File: config.mk
export PLATFORM = sky130hd
export DESIGN_NAME = cylinder_position_supervisor_top
export DESIGN_NICKNAME = d
export VERILOG_FILES = /design/src/rtl/cps_pkg.sv /design/src/rtl/cps_cfg.sv /design/src/rtl/cps_ctrl.sv /design/src/rtl/cylinder_position_supervisor_top.sv
export VERILOG_INCLUDE_DIRS = /design/src /design/src/rtl
export SDC_FILE = /design/constraint.sdc
export NUM_CORES = 1
export LEC_CHECK = 0
export BUFFER_PORTS_ARGS = -buffer_cell sky130_fd_sc_hd__buf_2
export CORE_ASPECT_RATIO = 1.2
export CORE_UTILIZATION = 34
export CTS_CLUSTER_DIAMETER = 120
export DETAILED_ROUTE_END_ITERATION = 8
export GPL_TIMING_DRIVEN = 0
export PLACE_DENSITY = 0.54
export SYNTH_ARGS = -nofsm -noshare
export SYNTH_HDL_FRONTEND = slang
export SYNTH_HIERARCHICAL = 1
export SYNTH_SLANG_ARGS = --single-unit
File: constraint.sdc
create_clock -name clk -period 5.9 [get_ports clk]
set_input_delay 0.59 -clock clk [delete_from_list [all_inputs] [get_ports clk]]
set_output_delay 0.59 -clock clk [all_outputs]
set_load 0.01 [all_outputs]
File: src/rtl/cylinder_position_supervisor_top_macros.svh
// Assertion macros for the cylinder position supervisor.
// Included by the top level; relies on clk and rst in the including scope.
`ifndef CYLINDER_POSITION_SUPERVISOR_TOP_MACROS_SVH
`define CYLINDER_POSITION_SUPERVISOR_TOP_MACROS_SVH

// Check a property on every clock edge outside reset.
`define CPS_ASSERT(lbl, prop, msg) \
  lbl: assert property (@(posedge clk) disable iff (rst) prop) else $error(msg);

// Check a property on every clock edge, reset included.
`define CPS_ASSERT_ALWAYS(lbl, prop, msg) \
  lbl: assert property (@(posedge clk) prop) else $error(msg);

`endif

File: src/rtl/cps_pkg.sv
// Shared types and constants for the cylinder position supervisor.
// No dependencies; imported by every module of the block.
`timescale 1ns / 1ps

package cps_pkg;

  localparam int CFG_W = 16;
  localparam int CFG_IDX_W = 3;
  localparam logic [CFG_W-1:0] TIMEOUT_RESET = 16'd4000;

  typedef enum logic [CFG_IDX_W-1:0] {
    CFG_PRESENT_MASK  = 3'd0,
    CFG_FWD_SETTLE    = 3'd1,
    CFG_BWD_SETTLE    = 3'd2,
    CFG_FWD_TIMEOUT   = 3'd3,
    CFG_BWD_TIMEOUT   = 3'd4
  } cfg_idx_t;

  // present_mask bit positions
  localparam int PM_FWD_SENSOR = 0;
  localparam int PM_BWD_SENSOR = 1;
  localparam int PM_FWD_VALVE  = 2;
  localparam int PM_BWD_VALVE  = 3;

  typedef struct packed {
    logic [3:0]       present_mask;
    logic [CFG_W-1:0] fwd_settle_ms;
    logic [CFG_W-1:0] bwd_settle_ms;
    logic [CFG_W-1:0] fwd_timeout_ms;
    logic [CFG_W-1:0] bwd_timeout_ms;
  } cfg_t;

  typedef enum logic {
    CMD_TICK = 1'b0,
    CMD_MOVE = 1'b1
  } command_t;

  typedef struct packed {
    command_t command;
    logic     bwd_sensor;
    logic     fwd_sensor;
    logic     direction;
  } item_t;

  // fwd_valve in bit 0
  typedef struct packed {
    logic fault;
    logic done_res;
    logic actual_pos;
    logic commanded_pos;
    logic bwd_valve;
    logic fwd_valve;
  } res_t;

endpackage

File: src/rtl/cps_cfg.sv
// Configuration register file of the cylinder position supervisor.
// Depends on cps_pkg.
`timescale 1ns / 1ps

module cps_cfg (
  input  logic                          clk,
  input  logic                          rst,
  input  logic                          we,
  input  logic [cps_pkg::CFG_IDX_W-1:0] index,
  input  logic [cps_pkg::CFG_W-1:0]     data,
  output cps_pkg::cfg_t                 cfg
);
  import cps_pkg::*;

  always_ff @(posedge clk) begin
    if (rst) begin
      cfg.present_mask   <= '0;
      cfg.fwd_settle_ms  <= '0;
      cfg.bwd_settle_ms  <= '0;
      cfg.fwd_timeout_ms <= TIMEOUT_RESET;
      cfg.bwd_timeout_ms <= TIMEOUT_RESET;
    end else if (we) begin
      unique case (cfg_idx_t'(index))
        CFG_PRESENT_MASK: cfg.present_mask   <= data[3:0];
        CFG_FWD_SETTLE:   cfg.fwd_settle_ms  <= data;
        CFG_BWD_SETTLE:   cfg.bwd_settle_ms  <= data;
        CFG_FWD_TIMEOUT:  cfg.fwd_timeout_ms <= data;
        CFG_BWD_TIMEOUT:  cfg.bwd_timeout_ms <= data;
        default: ;
      endcase
    end
  end

endmodule

File: src/rtl/cps_ctrl.sv
// Supervisor state: drives, command, position latch, settle and timeout timers.
// Depends on cps_pkg; updates once per beat when upd is high.
`timescale 1ns / 1ps

module cps_ctrl #(
  parameter int TIMER_BITS = 16
) (
  input  logic           clk,
  input  logic           rst,
  input  logic           upd,
  input  cps_pkg::item_t item,
  input  cps_pkg::cfg_t  cfg,
  output cps_pkg::res_t  res
);
  import cps_pkg::*;

  localparam int CW = (TIMER_BITS > CFG_W) ? TIMER_BITS : CFG_W;
  localparam logic [TIMER_BITS-1:0] CNT_MAX = '1;

  typedef struct packed {
    logic                  fired;
    logic [TIMER_BITS-1:0] count;
  } tmr_t;

  function automatic tmr_t on_delay(input logic [TIMER_BITS-1:0] count, input logic cond,
                                    input logic [CFG_W-1:0] delay);
    tmr_t r;
    r.fired = cond && (CW'(count) >= CW'(delay));
    if (!cond) begin
      r.count = '0;
    end else if (count == CNT_MAX) begin
      r.count = count;
    end else begin
      r.count = count + 1'b1;
    end
    return r;
  endfunction

  logic                  cmd_reg, act_reg, fwd_drive, bwd_drive, fault_reg;
  logic [TIMER_BITS-1:0] fwd_settle_count, bwd_settle_count;
  logic [TIMER_BITS-1:0] fwd_timeout_count, bwd_timeout_count;

  logic                  cmd_reg_next, act_reg_next, fwd_drive_next, bwd_drive_next;
  logic                  fault_reg_next;
  logic [TIMER_BITS-1:0] fwd_settle_count_next, bwd_settle_count_next;
  logic [TIMER_BITS-1:0] fwd_timeout_count_next, bwd_timeout_count_next;

  logic has_fs, has_bs, has_fv, has_bv;
  logic vf, vb, act_tick;
  tmr_t sf, sb, tf, tb;

  assign has_fs = cfg.present_mask[PM_FWD_SENSOR];
  assign has_bs = cfg.present_mask[PM_BWD_SENSOR];
  assign has_fv = cfg.present_mask[PM_FWD_VALVE];
  assign has_bv = cfg.present_mask[PM_BWD_VALVE];

  always_comb begin
    priority if (has_fs) vf = item.fwd_sensor;
    else if (has_bs)     vf = !item.bwd_sensor;
    else if (has_fv)     vf = fwd_drive;
    else                 vf = !bwd_drive;

    priority if (has_bs) vb = item.bwd_sensor;
    else if (has_fs)     vb = !item.fwd_sensor;
    else if (has_bv)     vb = bwd_drive;
    else                 vb = !fwd_drive;

    sf = on_delay(fwd_settle_count, vf, cfg.fwd_settle_ms);
    sb = on_delay(bwd_settle_count, vb, cfg.bwd_settle_ms);
    // backward wins a tie
    act_tick = sb.fired ? 1'b0 : (sf.fired ? 1'b1 : act_reg);
    tf = on_delay(fwd_timeout_count, cmd_reg && !act_tick, cfg.fwd_timeout_ms);
    tb = on_delay(bwd_timeout_count, !cmd_reg && act_tick, cfg.bwd_timeout_ms);

    cmd_reg_next           = cmd_reg;
    act_reg_next           = act_reg;
    fwd_drive_next         = fwd_drive;
    bwd_drive_next         = bwd_drive;
    fault_reg_next         = fault_reg;
    fwd_settle_count_next  = fwd_settle_count;
    bwd_settle_count_next  = bwd_settle_count;
    fwd_timeout_count_next = fwd_timeout_count;
    bwd_timeout_count_next = bwd_timeout_count;

    if (item.command == CMD_MOVE) begin
      cmd_reg_next = item.direction;
      if (has_fv) fwd_drive_next = item.direction;
      if (has_bv) bwd_drive_next = !item.direction;
    end else if (!has_fv && !has_bv) begin
      fwd_timeout_count_next = '0;
      bwd_timeout_count_next = '0;
    end else begin
      act_reg_next           = act_tick;
      fwd_settle_count_next  = sf.count;
      bwd_settle_count_next  = sb.count;
      fwd_timeout_count_next = tf.count;
      bwd_timeout_count_next = tb.count;
      fault_reg_next         = tf.fired || tb.fired;
    end

    res.fwd_valve     = has_fv && fwd_drive_next;
    res.bwd_valve     = has_bv && bwd_drive_next;
    res.commanded_pos = cmd_reg_next;
    res.actual_pos    = act_reg_next;
    res.done_res      = (cmd_reg_next == act_reg_next);
    res.fault         = fault_reg_next;
  end

  always_ff @(posedge clk) begin
    if (rst) begin
      cmd_reg           <= 1'b0;
      act_reg           <= 1'b0;
      fwd_drive         <= 1'b0;
      bwd_drive         <= 1'b0;
      fault_reg         <= 1'b0;
      fwd_settle_count  <= '0;
      bwd_settle_count  <= '0;
      fwd_timeout_count <= '0;
      bwd_timeout_count <= '0;
    end else if (upd) begin
      cmd_reg           <= cmd_reg_next;
      act_reg           <= act_reg_next;
      fwd_drive         <= fwd_drive_next;
      bwd_drive         <= bwd_drive_next;
      fault_reg         <= fault_reg_next;
      fwd_settle_count  <= fwd_settle_count_next;
      bwd_settle_count  <= bwd_settle_count_next;
      fwd_timeout_count <= fwd_timeout_count_next;
      bwd_timeout_count <= bwd_timeout_count_next;
    end
  end

endmodule

File: src/rtl/cylinder_position_supervisor_top.sv
// Top level of the cylinder position supervisor: input and output beat registers.
// Depends on cps_pkg, cps_cfg, cps_ctrl and the assertion macro header.
//
//   channel  direction  handshake          payload
//   s_*      in         s_tvalid/s_tready  s_tuser command, s_tdata sensors and direction
//   m_*      out        m_tvalid/m_tready  m_tdata one result per input beat
//   cfg_*    in         cfg_we             cfg_index, cfg_data
//
// One beat per cycle sustained while m_tready is high; an accepted beat passes the input
// register, the update logic and the result register before it leaves on m_*.
// Synchronous reset clears state and the valid flags of both beat registers; no clearing pass.
// A stalled output holds its result while one more input beat waits in the input register.
`timescale 1ns / 1ps

module cylinder_position_supervisor_top #(
  parameter int TIMER_BITS = 16
) (
  input  logic                          clk,
  input  logic                          rst,
  input  logic                          s_tvalid,
  output logic                          s_tready,
  input  logic [7:0]                    s_tdata,   // direction, fwd_sensor, bwd_sensor, zeros
  input  logic [0:0]                    s_tuser,   // command
  output logic                          m_tvalid,
  input  logic                          m_tready,
  output logic [7:0]                    m_tdata,   // fwd_valve, bwd_valve, commanded_pos,
                                                   // actual_pos, done_res, fault, zeros
  input  logic                          cfg_we,
  input  logic [cps_pkg::CFG_IDX_W-1:0] cfg_index,
  input  logic [cps_pkg::CFG_W-1:0]     cfg_data
);
  import cps_pkg::*;

  `include "cylinder_position_supervisor_top_macros.svh"

  cfg_t  cfg;
  item_t in_item;
  logic  in_valid;
  res_t  res, out_res;
  logic  out_valid;
  logic  advance, upd;

  assign advance  = !out_valid || m_tready;
  assign s_tready = !in_valid || advance;
  assign upd      = in_valid && advance;
  assign m_tvalid = out_valid;
  assign m_tdata  = {2'b00, out_res};

  cps_cfg u_cfg (
    .clk   (clk),
    .rst   (rst),
    .we    (cfg_we),
    .index (cfg_index),
    .data  (cfg_data),
    .cfg   (cfg)
  );

  cps_ctrl #(
    .TIMER_BITS (TIMER_BITS)
  ) u_ctrl (
    .clk  (clk),
    .rst  (rst),
    .upd  (upd),
    .item (in_item),
    .cfg  (cfg),
    .res  (res)
  );

  always_ff @(posedge clk) begin
    if (rst) begin
      in_valid <= 1'b0;
    end else if (s_tready) begin
      in_valid <= s_tvalid;
    end
  end

  always_ff @(posedge clk) begin
    if (s_tready && s_tvalid) begin
      in_item.command    <= command_t'(s_tuser[0]);
      in_item.direction  <= s_tdata[0];
      in_item.fwd_sensor <= s_tdata[1];
      in_item.bwd_sensor <= s_tdata[2];
    end
  end

  always_ff @(posedge clk) begin
    if (rst) begin
      out_valid <= 1'b0;
    end else if (advance) begin
      out_valid <= in_valid;
    end
  end

  always_ff @(posedge clk) begin
    if (upd) begin
      out_res <= res;
    end
  end

  `CPS_ASSERT(a_done_consistent,
    m_tvalid |-> (out_res.done_res == (out_res.commanded_pos == out_res.actual_pos)),
    "done_res disagrees with positions")
  `CPS_ASSERT(a_no_overrun,
    !(s_tvalid && s_tready && in_valid && out_valid && !m_tready),
    "input beat accepted with both stages stalled")
  `CPS_ASSERT(a_out_hold,
    (m_tvalid && !m_tready) |=> (m_tvalid && $stable(m_tdata)),
    "stalled result beat changed")
  `CPS_ASSERT_ALWAYS(a_reset_empty,
    $past(rst) |-> (!m_tvalid && s_tready),
    "pipeline not empty after reset")

endmodule
# Word level (Yosys, flattened, before mapping)
# Cells that the tools add are included.
[word_totals] ff_bits=149 inputBits=33 out_inout_bits=10 word_cells=111
[classes] addsub=4 n_lt_le_gt_ge=4 n_eq_ne=13 mux=27 bitwise=2 reduce_logical=35
[op_table] op="$mux W16" n=10
[op_table] op="$add A16 B1 Y16 const B" n=4
[op_table] op="$eq A16 B16 Y1 const B" n=4
[op_table] op="$ge A16 B16 Y1" n=4
[op_table] op="$mux W1" n=17
[op_table] op="$logic_and A1 B1 Y1" n=11
[op_table] op="$logic_not A1 Y1" n=11
[op_table] op="$reduce_and A2 Y1" n=5
[op_table] op="$reduce_and A4 Y1" n=2
[op_table] op="$eq A3 B2 Y1 const B" n=2
[op_table] op="$ne A3 B3 Y1 const B" n=2
[op_table] op="$reduce_and A3 Y1" n=2
[op_table] op="$ne A2 B2 Y1 const B" n=2
[op_table] op="$eq A3 B1 Y1 const B" n=1
[op_table] op="$eq A3 B3 Y1 const B" n=1
[op_table] op="$logic_not A3 Y1" n=1
[op_table] op="$logic_or A1 B1 Y1" n=3
[op_table] op="$not A1 Y1" n=2
[op_table] op="$eq A1 B1 Y1" n=1

# Logic depth before layout (Yosys ltp)
[depth] ltp_word=13 depth_mapped=12 mapped_depth_nobuf=9

# Hierarchy
# Netlist, hierarchy kept.
[modules_own_cells] mod="cps_ctrl" instances=1 cells_each=691 area_per_inst_um2=5317.6 seq_area_each_um2=1381.3
[modules_own_cells] mod="cps_cfg" instances=1 cells_each=252 area_per_inst_um2=2735.1 seq_area_each_um2=1361.3
[modules_own_cells] mod="cylinder_position_supervisor_top" instances=1 cells_each=23 area_per_inst_um2=422.9 seq_area_each_um2=340.3

# Worst setup path after synthesis
# OpenSTA, ideal clock, no wires.
[synth_timing] path_kind="input port to flip-flop" start="in m_tready" end="reg u_ctrl.fwd_settle_count[12]" setup_ps=70 arrival_time_ps=2661 t_required_ps=5830 setup_slack_ps=3169 stages=11 path_buffers=2 path_cell_list="nand2b_1 -> and2_2 -> buf_2 -> and2b_1 -> o21ai_0 -> a31oi_1 -> or2_2 -> buf_2 -> nand3_1 -> or3_1 -> a21oi_1"
[synth_via] elab_chain_cells=3
[synth_lines] element="from (decl)" line_no="cylinder_position_supervisor_top.sv:25" text="input logic m_tready,"
[synth_lines] element="$logic_or A1 B1 Y1" line_no="cylinder_position_supervisor_top.sv:43" text="assign advance = !out_valid || m_tready;"
[synth_lines] element="$logic_and A1 B1 Y1" line_no="cylinder_position_supervisor_top.sv:45" text="assign upd = in_valid && advance;"
[synth_lines] element="net upd" line_no="cylinder_position_supervisor_top.sv:41" text="logic advance, upd;"
[synth_lines] element="$reduce_and A4 Y1 (no line)"
[synth_lines] element="to (signal assigned)" line_no="cps_ctrl.sv:126" text="fwd_settle_count <= fwd_settle_count_next;"
[synth_lines] element="to (decl)" line_no="cps_ctrl.sv:40" text="logic [TIMER_BITS-1:0] fwd_settle_count, bwd_settle_count;"
# The timed path passes the listed nets, and every way through them passes these cells.
# A chain may end at the register's enable or synchronous reset.

# Worst setup path in the final report
[layout_timing] start="reg out_valid, in the netlist m_tvalid" end="reg u_ctrl.fwd_timeout_count[3]"
[layout_via] elab_chain_cells=4
[layout_lines] element="from (decl)" line_no="cylinder_position_supervisor_top.sv:40" text="logic out_valid;"
[layout_lines] element="from (signal assigned)" line_no="cylinder_position_supervisor_top.sv:90" text="out_valid <= in_valid;"
[layout_lines] element="$logic_not A1 Y1" line_no="cylinder_position_supervisor_top.sv:43"
[layout_lines] element="$logic_or A1 B1 Y1" line_no="cylinder_position_supervisor_top.sv:43"
[layout_lines] element="$logic_and A1 B1 Y1" line_no="cylinder_position_supervisor_top.sv:45"
[layout_lines] element="net upd" line_no="cylinder_position_supervisor_top.sv:41"
[layout_lines] element="$reduce_and A3 Y1 (no line)"
[layout_lines] element="to (signal assigned)" line_no="cps_ctrl.sv:128" text="fwd_timeout_count <= fwd_timeout_count_next;"
[layout_lines] element="to (decl)" line_no="cps_ctrl.sv:41" text="logic [TIMER_BITS-1:0] fwd_timeout_count, bwd_timeout_count;"
# The timed path passes the listed nets, and every way through them passes these cells.

==> flow_metrics.py <==
metrics = {
    "critical_path": {
        "start_kind": "flop",
        "required_ns": 6.22,
        "cp_max_fo": 9,
        "cp-end-kind": "flop",
        "path_class": "flop to flop",
        "cp.arrival_ns": 3.73,
    },
    "routing": {
        "drtIter0Drc": 258,
        "wire_per_inst_um": 16.1,
        "vias": 6788,
        "drc": 0,
        "via_per_inst": 5.01,
        "wl_mm": 21.8,
        "postRouteAntennaNets": 0,
        "first_pass_iters": 5,
    },
    "global_route": {
        "grt_max_degree": 17,
        "grt_pass1_vias": 6732,
        "grt_usage_pct": 18.0,
        "grt-ovfl-total": 0,
        "antenna_found_initial": 0,
        "grt_pass1_wl_mm": 36.1,
    },
    "timing": {
        "maxSlewHeadroom_pct": 20.7,
        "setup_viol": 0,
        "setup_slack_ns": 2.49,
        "tightest_slew_ns": 1.18,
        "hold_violations": 0,
        "rsz0062_at_grt": "no",
        "finalMaxSlewViolations": 0,
        "fin_crit_sh_pct": 57.8,
        "setup_tns_ns": 0,
        "fin_crit_ns": 3.41,
        "skew_ns": 0.0120,
        "hold_ws_ns": 0.334,
        "max_freq_mhz": 293,
    },
    "layout": {
        "regMostFlops": "u_cfg/cfg",
        "antenna_cells": 0,
        "finish.utilization_pct": 39.8,
        "final_nets": 1122,
        "fin_cells": 1354,
        "fillers": 2489,
        "syn_to_final_growth_pct": 13.7,
        "drive_gt1_share_pct": 11.0,
        "final_area_mm2": 0.00964,
        "largest_reg_flops": 68,
    },
    "floorplan": {
        "core_area_mm2": 0.0242,
        "ios": 43,
        "fp.dieW_um": 146,
        "die_y_um": 175,
        "fp-row-count": 62,
        "dieArea_mm2": 0.0256,
        "start_util_pct": 35.0,
    },
    "clock_tree": {
        "htreeDepth": 4,
        "insertion_delay_ns": 0.43,
        "cts-root-buf": "clkbuf_16",
        "cts_setup_buffers": 0,
        "clock_sinks": 149,
        "cts_tree": "yes",
        "cts_buffer_depth": 2,
        "cts_buffers": 17,
        "clk_pin_slew_ns": 0.07,
        "cts_hold_buf": 0,
        "cts_resized": 0,
    },
    "synthesis": {
        "synthTopCellsByArea": "dfxtp_1 33%, ha_1 10%, mux2i_1 8.6%",
        "yosysTopAreaCellShare_pct": 32.8,
        "synth_cell_types": 69,
        "async_reset_ff_share_pct": 0,
        "synth_top_area_cell": "dfxtp_1",
        "netlist_area_mm2": 0.00848,
        "ys_seq_area_share_pct": 36.4,
        "syn_inst": 966,
        "yosysWarnings": 6,
        "synth_enable_flop_cells": 10,
        "synth_area_per_cell_um2": 8.77,
        "synth_seq_cells": 149,
        "synth_flop_cell": "dfxtp_1",
    },
    "place": {
        "numPlacedInstances": 1322,
        "dp_slack_ns": 2.10,
        "port_buffers": 35,
        "dpl_cell_area_mm2": 0.00905,
        "hpwlAfterDp_mm": 16.7,
        "gp_congestion": 0.794,
    },
    "pwr": {
        "p_leak_nw": 4.01,
        "ir_drop_v": 0.000202,
        "power.total_mw": 2.30,
        "p_per_area_mw_per_mm2": 239,
    },
    "min_path": {
        "min_path_type": "primary input to flop",
    },
    "outcome": {
        "status": "completed",
    },
    "job": {
        "drv_cap": 0,
    },
}
==> synthesized netlist by cell type, types with 5 or more instances <==
library cell,instances
inv_1,87
buf_4,7
nand2b_1,82
o211ai_1,8
o21ai_0,25
nor4_1,8
nor2_1,81
clkbuf_1,19
xnor2_1,16
and4_1,10
nor3_1,18
o31ai_1,5
xor2_1,6
mux2i_1,73
a21oi_1,30
nand4_1,18
nand2_1,47
o311ai_0,6
nor2b_1,5
ha_1,68
and2_1,5
buf_2,14
edfxtp_1,10
and3_1,12
a31oi_1,16
or2_2,9
a21o_1,12
or3_1,12
nand3_1,42
o22ai_1,8
dfxtp_1,139
a211oi_1,5
==> layer usage <==
metal  vias to the layer above  part of all wire [%]  track usage, %
met5                         -                     0               0
met4                         0                   1.6            6.03
met3                        24                   1.9            2.90
met2                        69                    49            31.0
met1                      3185                    48            22.9
li1                       3510                     -               -
==> critical path: stages (launching register included) <==
cell      delay, ns
dfxtp_1        0.34
nand2b_1       0.09
and2_2         0.24
buf_2          0.22
and2b_1        0.33
o21ai_0        0.49
nor2_1         0.40
and3_1         0.20
clkbuf_1       0.39
nand2_1        0.23
o311ai_0       0.35
==> area by class of cell <==
cell class | count | area [um^2] | share of cell area [%]
plain buffers | 47 | 243 | 2.52
clock buffers | 22 | 495 | 5.14
clock inverters | 10 | 87.6 | 0.909
inverters | 87 | 327 | 3.39
multi-input cells | 684 | 4830 | 50.1
flip-flops and latches | 149 | 3080 | 32.0
well taps | 320 | 400 | 4.15
repair buffers | 35 | 175 | 1.82
==> cell usage in the layout, fill, tap and decap left out, drive strengths merged, types with 16 or more instances in the layout <==
| master | netlist | layout |
|---|---|---|
| o21ai | 26 | 26 |
| a21oi | 31 | 31 |
| buf | 28 | 63 |
| mux2i | 73 | 73 |
| dfxtp | 139 | 139 |
| inv | 87 | 91 |
| nand2 | 48 | 48 |
| nand3 | 42 | 42 |
| clkbuf | 19 | 41 |
| xnor2 | 16 | 16 |
| nor3 | 18 | 18 |
| nand4 | 18 | 18 |
| a31oi | 16 | 16 |
| nor2 | 81 | 81 |
| nand2b | 82 | 82 |
| ha | 68 | 68 |
==> report_power, final <==
group / total (mW) / switching, mW / internal, mW
clock network: 1.07 / 0.464 / 0.608
registers: 1.04 / 0.0105 / 1.03
logic: 0.186 / 0.117 / 0.0693
==> cells by family (layout without fill, tap and decap cells) <==
logic type	Yosys count	after routing	share of synthesized area, %
compound gates	151	151	12.3
mux	76	76	9.02
simple gates	365	365	23.3
flops	149	149	36.4
xor+xnor	22	22	2.27
fa+ha+maj	68	68	10.0
buf+inv	134	201	6.72
other cells	1	2	0.0442
==> path summary, 6_finish.rpt <==
kind / start / to / slack [ns] / cells past startpoint
worst max-delay path: m_tvalid$_SDFFE_PP0P_ / u_ctrl/fwd_timeout_count[3]$_SDFFE_PP0P_ / 2.49 / 10
worst min-delay path: s_tdata[1] / in_item[1]$_DFFE_PP_ / 0.33 / 1
worst max register to register: m_tvalid$_SDFFE_PP0P_ / u_ctrl/fwd_timeout_count[3]$_SDFFE_PP0P_ / 2.49 / 10
worst min register to register: u_cfg/cfg[51]$_SDFFE_PP0P_ / u_cfg/cfg[51]$_SDFFE_PP0P_ / 0.48 / 2
No activity file was read; power rests on OpenSTA's default activity.
